===== src/tpcp_pkg.sv =====
// Package with the shared widths, constants and control types of the three-phase PWM core.
package tpcp_pkg;

    localparam int FRAC_BITS = 15;
    localparam int VDC_BITS  = 16;

    localparam int DUTY_W = 17;
    localparam int STEP_W = 16;
    localparam int CAR_W  = FRAC_BITS + 1;
    localparam int VOLT_W = VDC_BITS + 1;

    localparam int SUM_W  = ((CAR_W > STEP_W) ? CAR_W : STEP_W) + 2;
    localparam int DCMP_W = ((CAR_W > DUTY_W) ? CAR_W : DUTY_W) + 1;

    localparam logic [CAR_W-1:0]  FULL_SCALE = CAR_W'(64'd1 << FRAC_BITS);
    localparam logic [STEP_W-1:0] STEP_RESET = STEP_W'(64);

    localparam int PROD_W = 2 * VDC_BITS + 2;
    localparam logic [VDC_BITS:0] RECIP_3 =
        (VDC_BITS + 1)'(((64'd1 << (VDC_BITS + 1)) + 64'd2) / 64'd3);

    localparam int NUM_PH = 3;

    localparam int IN_FIELDS_W  = NUM_PH * DUTY_W + VDC_BITS;
    localparam int IN_TDATA_W   = ((IN_FIELDS_W + 7) / 8) * 8;
    localparam int OUT_FIELDS_W = NUM_PH * VOLT_W + 2 * NUM_PH + CAR_W;
    localparam int OUT_TDATA_W  = ((OUT_FIELDS_W + 7) / 8) * 8;

    typedef struct packed {
        logic en;
        logic latch;
    } t_lane_ctl;

    typedef struct packed {
        logic                valid;
        logic [CAR_W-1:0]    carrier;
        logic                crest;
        logic [VDC_BITS-1:0] vdc;
    } t_stage1;

    typedef struct packed {
        logic [VOLT_W-1:0] volt_u;
        logic [VOLT_W-1:0] volt_v;
        logic [VOLT_W-1:0] volt_w;
        logic [NUM_PH-1:0] top;
        logic [CAR_W-1:0]  carrier;
        logic              crest;
    } t_result;

endpackage


===== src/tpcp_carrier.sv =====
// Triangular carrier generator with the step register and the first pipeline stage.
module tpcp_carrier
    import tpcp_pkg::*;
(
    input  logic                i_clk,
    input  logic                i_rst_n,
    input  logic                i_cfg_valid,
    input  logic [STEP_W-1:0]   i_cfg_data,
    input  logic                i_accept,
    input  logic                i_en,
    input  logic [VDC_BITS-1:0] i_vdc,
    output logic                o_crest_now,
    output t_stage1             o_stage1
);

    logic [STEP_W-1:0]   r_step;
    logic [CAR_W-1:0]    r_level;
    logic                r_down;
    logic                r_v1;
    logic [CAR_W-1:0]    r_c1;
    logic                r_crest1;
    logic [VDC_BITS-1:0] r_vdc1;

    logic [SUM_W-1:0] sum_up;
    logic [SUM_W-1:0] sum_dn;
    logic [SUM_W-1:0] raw;
    logic             crest;
    logic             trough;
    logic [CAR_W-1:0] n_level;
    logic             n_down;

    always_comb begin
        sum_up = SUM_W'(r_level) + SUM_W'(r_step);
        sum_dn = SUM_W'(r_level) - SUM_W'(r_step);
        raw    = r_down ? sum_dn : sum_up;
        crest  = $signed(raw) >= $signed(SUM_W'(FULL_SCALE));
        trough = $signed(raw) <= $signed(SUM_W'(0));
        if (crest) begin
            n_level = FULL_SCALE;
            n_down  = 1'b1;
        end else if (trough) begin
            n_level = '0;
            n_down  = 1'b0;
        end else begin
            n_level = raw[CAR_W-1:0];
            n_down  = r_down;
        end
    end

    always_ff @(posedge i_clk) begin
        if (!i_rst_n) begin
            r_step  <= STEP_RESET;
            r_level <= '0;
            r_down  <= 1'b0;
            r_v1    <= 1'b0;
        end else begin
            if (i_cfg_valid) begin
                r_step <= i_cfg_data;
            end
            if (i_accept) begin
                r_level <= n_level;
                r_down  <= n_down;
            end
            if (i_en) begin
                r_v1 <= i_accept;
            end
        end
    end

    always_ff @(posedge i_clk) begin
        if (i_en) begin
            r_c1     <= n_level;
            r_crest1 <= crest;
            r_vdc1   <= i_vdc;
        end
    end

    assign o_crest_now      = crest;
    assign o_stage1.valid   = r_v1;
    assign o_stage1.carrier = r_c1;
    assign o_stage1.crest   = r_crest1;
    assign o_stage1.vdc     = r_vdc1;

endmodule


===== src/tpcp_lane.sv =====
// One phase lane: duty saturation and latch, and the carrier compare that sets the top switch.
module tpcp_lane
    import tpcp_pkg::*;
(
    input  logic              i_clk,
    input  logic              i_rst_n,
    input  t_lane_ctl         i_ctl,
    input  logic [DUTY_W-1:0] i_duty,
    input  logic [CAR_W-1:0]  i_carrier,
    output logic              o_gate
);

    logic [CAR_W-1:0]  r_latched;
    logic              r_gate;
    logic [DCMP_W-1:0] duty_ext;
    logic [CAR_W-1:0]  n_latched;

    always_comb begin
        duty_ext = DCMP_W'($signed(i_duty));
        if ($signed(duty_ext) >= $signed(DCMP_W'(FULL_SCALE))) begin
            n_latched = FULL_SCALE;
        end else if ($signed(duty_ext) <= $signed(DCMP_W'(0))) begin
            n_latched = '0;
        end else begin
            n_latched = duty_ext[CAR_W-1:0];
        end
    end

    always_ff @(posedge i_clk) begin
        if (!i_rst_n) begin
            r_latched <= '0;
        end else if (i_ctl.latch) begin
            r_latched <= n_latched;
        end
    end

    always_ff @(posedge i_clk) begin
        if (i_ctl.en) begin
            r_gate <= (r_latched >= i_carrier);
        end
    end

    assign o_gate = r_gate;

endmodule


===== src/tpcp_merge.sv =====
// Merging stage: combines the lane gates into phase-to-neutral voltages and the result register.
module tpcp_merge
    import tpcp_pkg::*;
(
    input  logic              i_clk,
    input  logic              i_rst_n,
    input  logic              i_en,
    input  t_stage1           i_stage1,
    input  logic [NUM_PH-1:0] i_gates,
    output logic              o_valid,
    output t_result           o_result
);

    logic                r_v2;
    logic [PROD_W-1:0]   r_prod;
    logic [VDC_BITS-1:0] r_vdc2;
    logic [CAR_W-1:0]    r_c2;
    logic                r_crest2;
    logic                r_v3;
    t_result             r_res;

    logic [VDC_BITS-1:0] third;
    logic [VDC_BITS+1:0] rem;
    logic [VDC_BITS:0]   two_third;
    logic [1:0]          sum;
    logic [VOLT_W-1:0]   volt [NUM_PH];
    logic [VDC_BITS-1:0] mag;
    logic                neg;

    always_comb begin
        third     = r_prod[VDC_BITS+1 +: VDC_BITS];
        rem       = (VDC_BITS + 2)'(r_vdc2) - (VDC_BITS + 2)'({third, 1'b0})
                    - (VDC_BITS + 2)'(third);
        two_third = {third, 1'b0} + (VDC_BITS + 1)'(rem >= (VDC_BITS + 2)'(2));
        sum       = 2'(i_gates[0]) + 2'(i_gates[1]) + 2'(i_gates[2]);
        for (int k = 0; k < NUM_PH; k++) begin
            mag = '0;
            neg = 1'b0;
            if (i_gates[k]) begin
                case (sum)
                    2'd1:    mag = two_third[VDC_BITS-1:0];
                    2'd2:    mag = third;
                    default: mag = '0;
                endcase
            end else begin
                neg = 1'b1;
                case (sum)
                    2'd1:    mag = third;
                    2'd2:    mag = two_third[VDC_BITS-1:0];
                    default: mag = '0;
                endcase
            end
            volt[k] = neg ? (VOLT_W'(0) - VOLT_W'(mag)) : VOLT_W'(mag);
        end
    end

    always_ff @(posedge i_clk) begin
        if (!i_rst_n) begin
            r_v2 <= 1'b0;
            r_v3 <= 1'b0;
        end else if (i_en) begin
            r_v2 <= i_stage1.valid;
            r_v3 <= r_v2;
        end
    end

    always_ff @(posedge i_clk) begin
        if (i_en) begin
            r_prod          <= PROD_W'(i_stage1.vdc) * PROD_W'(RECIP_3);
            r_vdc2          <= i_stage1.vdc;
            r_c2            <= i_stage1.carrier;
            r_crest2        <= i_stage1.crest;
            r_res.volt_u    <= volt[0];
            r_res.volt_v    <= volt[1];
            r_res.volt_w    <= volt[2];
            r_res.top       <= i_gates;
            r_res.carrier   <= r_c2;
            r_res.crest     <= r_crest2;
        end
    end

    assign o_valid  = r_v3;
    assign o_result = r_res;

endmodule


===== src/three_phase_center_aligned_pwm_core.sv =====
// Top level of the center-aligned three-phase PWM core with ideal bridge voltages.
//
// Each input transaction is one tick: the triangular carrier steps by the
// configured amount, duties are latched at the crest, and one result
// transaction follows with gate states, the carrier and the phase voltages.
// A new tick is accepted every clock cycle unless the output stalls; the
// stages are the carrier stage, the lane compare with the divide-by-three
// multiply, and the voltage merge into the output register. The carrier
// step register is written through the configuration channel, which is
// always ready, and should only be written while no tick is in flight.
module three_phase_center_aligned_pwm_core
    import tpcp_pkg::*;
(
    input  logic                   i_clk,
    input  logic                   i_rst_n,
    input  logic                   i_cfg_valid,
    output logic                   o_cfg_ready,
    input  logic [STEP_W-1:0]      i_cfg_data,
    input  logic                   s_axis_tvalid,
    output logic                   s_axis_tready,
    // duty_u, duty_v, duty_w, dc_link_voltage, zero fill
    input  logic [IN_TDATA_W-1:0]  s_axis_tdata,
    output logic                   m_axis_tvalid,
    input  logic                   m_axis_tready,
    // volt_u_neutral, volt_v_neutral, volt_w_neutral, top_gates,
    // bottom_gates, carrier_now, zero fill
    output logic [OUT_TDATA_W-1:0] m_axis_tdata,
    // crest_latched
    output logic                   m_axis_tuser
);

    logic                en;
    logic                accept;
    logic                crest_now;
    t_stage1             stage1;
    t_lane_ctl           lane_ctl;
    logic [NUM_PH-1:0]   gates;
    logic                res_valid;
    t_result             res;
    logic [DUTY_W-1:0]   duty [NUM_PH];
    logic [VDC_BITS-1:0] vdc;

    assign en     = !res_valid || m_axis_tready;
    assign accept = s_axis_tvalid && en;

    assign s_axis_tready = en;
    assign o_cfg_ready   = 1'b1;

    assign duty[0] = s_axis_tdata[0 +: DUTY_W];
    assign duty[1] = s_axis_tdata[DUTY_W +: DUTY_W];
    assign duty[2] = s_axis_tdata[2 * DUTY_W +: DUTY_W];
    assign vdc     = s_axis_tdata[NUM_PH * DUTY_W +: VDC_BITS];

    tpcp_carrier u_carrier (
        .i_clk       (i_clk),
        .i_rst_n     (i_rst_n),
        .i_cfg_valid (i_cfg_valid),
        .i_cfg_data  (i_cfg_data),
        .i_accept    (accept),
        .i_en        (en),
        .i_vdc       (vdc),
        .o_crest_now (crest_now),
        .o_stage1    (stage1)
    );

    assign lane_ctl.en    = en;
    assign lane_ctl.latch = accept && crest_now;

    for (genvar g = 0; g < NUM_PH; g++) begin : g_lane
        tpcp_lane u_lane (
            .i_clk     (i_clk),
            .i_rst_n   (i_rst_n),
            .i_ctl     (lane_ctl),
            .i_duty    (duty[g]),
            .i_carrier (stage1.carrier),
            .o_gate    (gates[g])
        );
    end

    tpcp_merge u_merge (
        .i_clk    (i_clk),
        .i_rst_n  (i_rst_n),
        .i_en     (en),
        .i_stage1 (stage1),
        .i_gates  (gates),
        .o_valid  (res_valid),
        .o_result (res)
    );

    assign m_axis_tvalid = res_valid;
    assign m_axis_tdata  = OUT_TDATA_W'({res.carrier, ~res.top, res.top,
                                         res.volt_w, res.volt_v, res.volt_u});
    assign m_axis_tuser  = res.crest;

endmodule

===== config.mk =====
export PLATFORM = sky130hd
export DESIGN_NAME = three_phase_center_aligned_pwm_core
export DESIGN_NICKNAME = d
export VERILOG_FILES = /design/src/tpcp_pkg.sv /design/src/tpcp_carrier.sv /design/src/tpcp_lane.sv /design/src/tpcp_merge.sv /design/src/three_phase_center_aligned_pwm_core.sv
export SDC_FILE = /design/constraint.sdc
export NUM_CORES = 1
export LEC_CHECK = 0
export BUFFER_PORTS_ARGS = -buffer_cell sky130_fd_sc_hd__buf_2
export CAP_MARGIN = 15
export CORE_UTILIZATION = 30
export CTS_CLUSTER_SIZE = 40
export DETAILED_ROUTE_END_ITERATION = 7
export GPL_TIMING_DRIVEN = 0
export PLACE_DENSITY_LB_ADDON = 0.12
export SYNTH_ARGS = -nofsm -noshare
export SYNTH_HDL_FRONTEND = slang
export SYNTH_HIERARCHICAL = 1
export SYNTH_SLANG_ARGS = --single-unit
export TNS_END_PERCENT = 20

===== constraint.sdc =====
create_clock -name i_clk -period 10.78 [get_ports i_clk]
set_input_delay 2.156 -clock i_clk [delete_from_list [all_inputs] [get_ports i_clk]]
set_output_delay 2.156 -clock i_clk [all_outputs]
set_load 0.03 [all_outputs]

==> metrics.md <==
| Metric | Value |
|---|---|
| Worst Hold Depth | 0 |
| DRT antenna net count | 0 |
| Routed len/inst | 18.8 um |
| Clock buffer depth | 3 |
| Nets | 2662 |
| F_max | 137 MHz |
| Initial DRC count | 923 |
| CTS Buf Count | 31 |
| Met2 Resource Use GR | 30.5% |
| Unique masters post-synth | 100 |
| Row count | 93 |
| Cell Area, Synth | 19700 sq um |
| Largest net degree at the start of global routing | 71 |
| Vias in the first global route | 15786 |
| Critical Path AT | 7570 ps |
| Data required, critical path | 11070 ps |
| CTS tree | done |
| Power Density | 369 nW/um^2 |
| Final Cycle Share | about two thirds |
| Met3 Use GR | 2.21% |
| Initial antenna violation count | 1 |
| Most frequent cells in the layout | inv_1 (261), ha_1 (242), buf_2 (172) |
| DRC viols | 0 |
| R2R setup slack | 3490 ps |
| Endpoints failing setup | 0 |
| Yosys top cell area share | 23.7% |
| Post_cts resized | 0 |
| Max-cap violations | 0 |
| Final number of max-transition violations | 0 |
| Synth Area in XOR/XNOR | approximately 2.6% |
| DR pass1 iterations | 5 |
| Post-synth ARST share | 0% |
| Rel. slew slack | 31.5% |
| GRT overflow | 0 |
| GRT busiest layer | met2 |
| Area grow syn2layout | 15.2% |
| Share of layout cells above drive strength 1 | between 10 and 15% |
| Yosys synthesis warning count | 6 |
| Leak Pwr | slightly above 10 nW |
| Hold Fails Final Rpt | 0 |
| Yosys reg bits | 239 |
| RSZ-0062 raised after global routing | false |
| Total GRT Usage | 17.5% |
| Vias | approximately 16000 |
| Top post-synthesis cells by area | edfxtp_1 (24%), ha_1 (15%), fa_1 (8.9%) |
| Compound-cell area share of the yosys netlist | 16.0% |
| Final TNS setup | 0 ps |
| IO Port Bufs | around 160 |
| Gate Count Post-Synth | between 2000 and 2500 |
| Vias per cell | 5.00 |
| Worst slew pin tran | 1030 ps |
| Largest family of logic cells by synthesized area | adder cells |
| CP Launch Type | flip-flop |
| Design Power | roughly 8.4 mW |
| Worst hold path type | flip-flop to flip-flop |
| Core area | approximately 65000 sq um |
| Register Area | 6340 sq um |
| Crit-path slowest cell | edfxtp_1 |
| # clock sinks | 239 |
| Worst Path Max Fanout | 9 |
| Die Span X | 258 um |
| Status | completed |
| Peak supply drop | between 0.00015 and 0.0002 V |
| Global-route wire length before repair | 91000 um |
| Multi-input logic area | 12000 sq um |
| Area leader, netlist | edfxtp_1 |
| Register-to-Register Path Depth | 26 |
| Final min period | roughly 7300 ps |
| Final HPWL DP | 46600 um |
| Clk_lat worst skew | 600 ps |
| Initial Util | a little under a third |
| Ports | 177 |
| Root buffer cell | clkbuf_16 |
| DIE AREA | 66600 sq um |
| Postcts setup bufs | 0 |
| Top FF cell, synth | edfxtp_1 |
| CP Class | flip-flop to flip-flop |
| Die Height | between 200 and 300 um |
| Routed wire length | 58600 um |
| Final clock skew | 15.8 ps |
| Max incr delay on CP | 640 ps |
| Met1 Track Usage GR | 22.7% |
| # H-tree levels | 1 |
| Syn avg cell area | 9.67 sq um |
| Commonest non-fill, non-tap cell in the layout | inv_1 |
| Clock slew at reported path FFs | 50 ps |
| Post-synth EDFFs | 155 |
| Post-synthesis sequential area ratio | 32.2% |
| Synth Area in Adders | 24.2% |
| Crit end category | flip-flop |
| Synth Area in Simple Gates | 15.6% |
| Final Wtd Congestion | 0.911 |
| CTS hold repair buffers | 0 |
| Mux cell area share after synthesis | 2.15% |
| Fill cells | roughly 6600 |
| Ant diodes | 0 |
[cell families after synthesis]
group | count (synthesis)
DFF | 239
buffers and inverters | 340
xor gates and xnor gates | 58
and+or+nand+nor | 565
muxes | 41
adders and majority gates | 329
AOI/OAI and AO/OA | 461
other | 2
[per-stage QoR]
step | cell area [sq um] | hold slack, ps | std cells | utilization [%] | setup slack [ps]
floorplan | 19700 | 400 | 2041 | - | 4880
global placement | 21600 | 404 | 3058 | 33.4 | 3590
detailed placement | 21700 | 405 | 3062 | 33.6 | 3570
CTS | 22700 | 420 | 3119 | 35.1 | 3560
global route | 22700 | 433 | 3119 | 35.1 | 3050
finish | 22700 | 419 | 3119 | 35.1 | 3490
[worst max-delay path, delay by kind of cell, from the launching register on]
kind | cells | cell delay, ps
adder cells (fa/ha/maj) | 3 | 890
AO/OA/AOI/OAI | 14 | 3460
multiplexers | 1 | 160
AND/OR/NAND/NOR | 6 | 1390
XOR/XNOR | 1 | 140
buffers and inverters | 1 | 310
flip-flops | 1 | 640
[synthesized netlist by cell type, drive strengths merged, types with 13 or more instances]
| library cell | n |
|---|---|
| inv | 262 |
| ha | 242 |
| edfxtp | 155 |
| a21oi | 152 |
| nor2b | 121 |
| nand2 | 108 |
| fa | 87 |
| dfxtp | 84 |
| nor2 | 80 |
| o21ai | 73 |
| nor3 | 46 |
| a21o | 40 |
| buf | 38 |
| clkbuf | 38 |
| nand3 | 37 |
| xnor2 | 34 |
| nand2b | 33 |
| mux2i | 31 |
| nor4 | 30 |
| a211oi | 24 |
| xor2 | 24 |
| nand4 | 22 |
| o31ai | 22 |
| o21a | 21 |
| or3 | 16 |
| and2 | 14 |
| or2 | 14 |
| and3 | 13 |
[metal layers]
metal	vias up	share of wire (%)
met5	-	0
met4	0	2.6
met3	75	3.8
met2	287	49
met1	7578	45
li1	7641	-
[where the power goes]
| group | internal [mW] | switching (mW) |
|---|---|---|
| Combinational | 2.18 | 3.47 |
| Sequential | 1.48 | 0.210 |
| Clock | 0.602 | 0.412 |
[final cells by class]
| class | instances | share of cell area [%] |
|---|---|---|
| clock inverter | 14 | 0.596 |
| sequential | 239 | 27.9 |
| timing repair buffer | 166 | 3.99 |
| tap | 855 | 4.72 |
| clock buffer | 43 | 3.80 |
| inverter | 264 | 4.37 |
| buffer | 76 | 1.81 |
| multi-input combinational | 1462 | 52.8 |
[sequential cells by signal, indices dropped and copies added (netlist names)]
signal                   cells
u_carrier/r_v1               1
u_carrier/r_step            16
u_merge/r_vdc2              16
u_carrier/r_level           16
u_merge/o_valid              1
g_lane.u_lane/o_gate         3
u_carrier/r_vdc1            16
u_carrier/r_crest1           1
u_merge/r_crest2             1
u_carrier/r_c1              16
u_merge/r_v2                 1
u_merge/r_prod              15
u_merge/r_c2                16
g_lane.u_lane/r_latched     48
u_carrier/r_down             1
u_merge/o_result            71
[path summary, 6_finish.rpt]
check	endpoint	start
max	u_merge/o_result[68]	u_merge/r_prod[18]
min	u_merge/o_result[0]	u_merge/r_crest2
max reg2reg	u_merge/o_result[68]	u_merge/r_prod[18]
min reg2reg	u_merge/o_result[0]	u_merge/r_crest2
No activity file was read; power rests on OpenSTA's default activity.
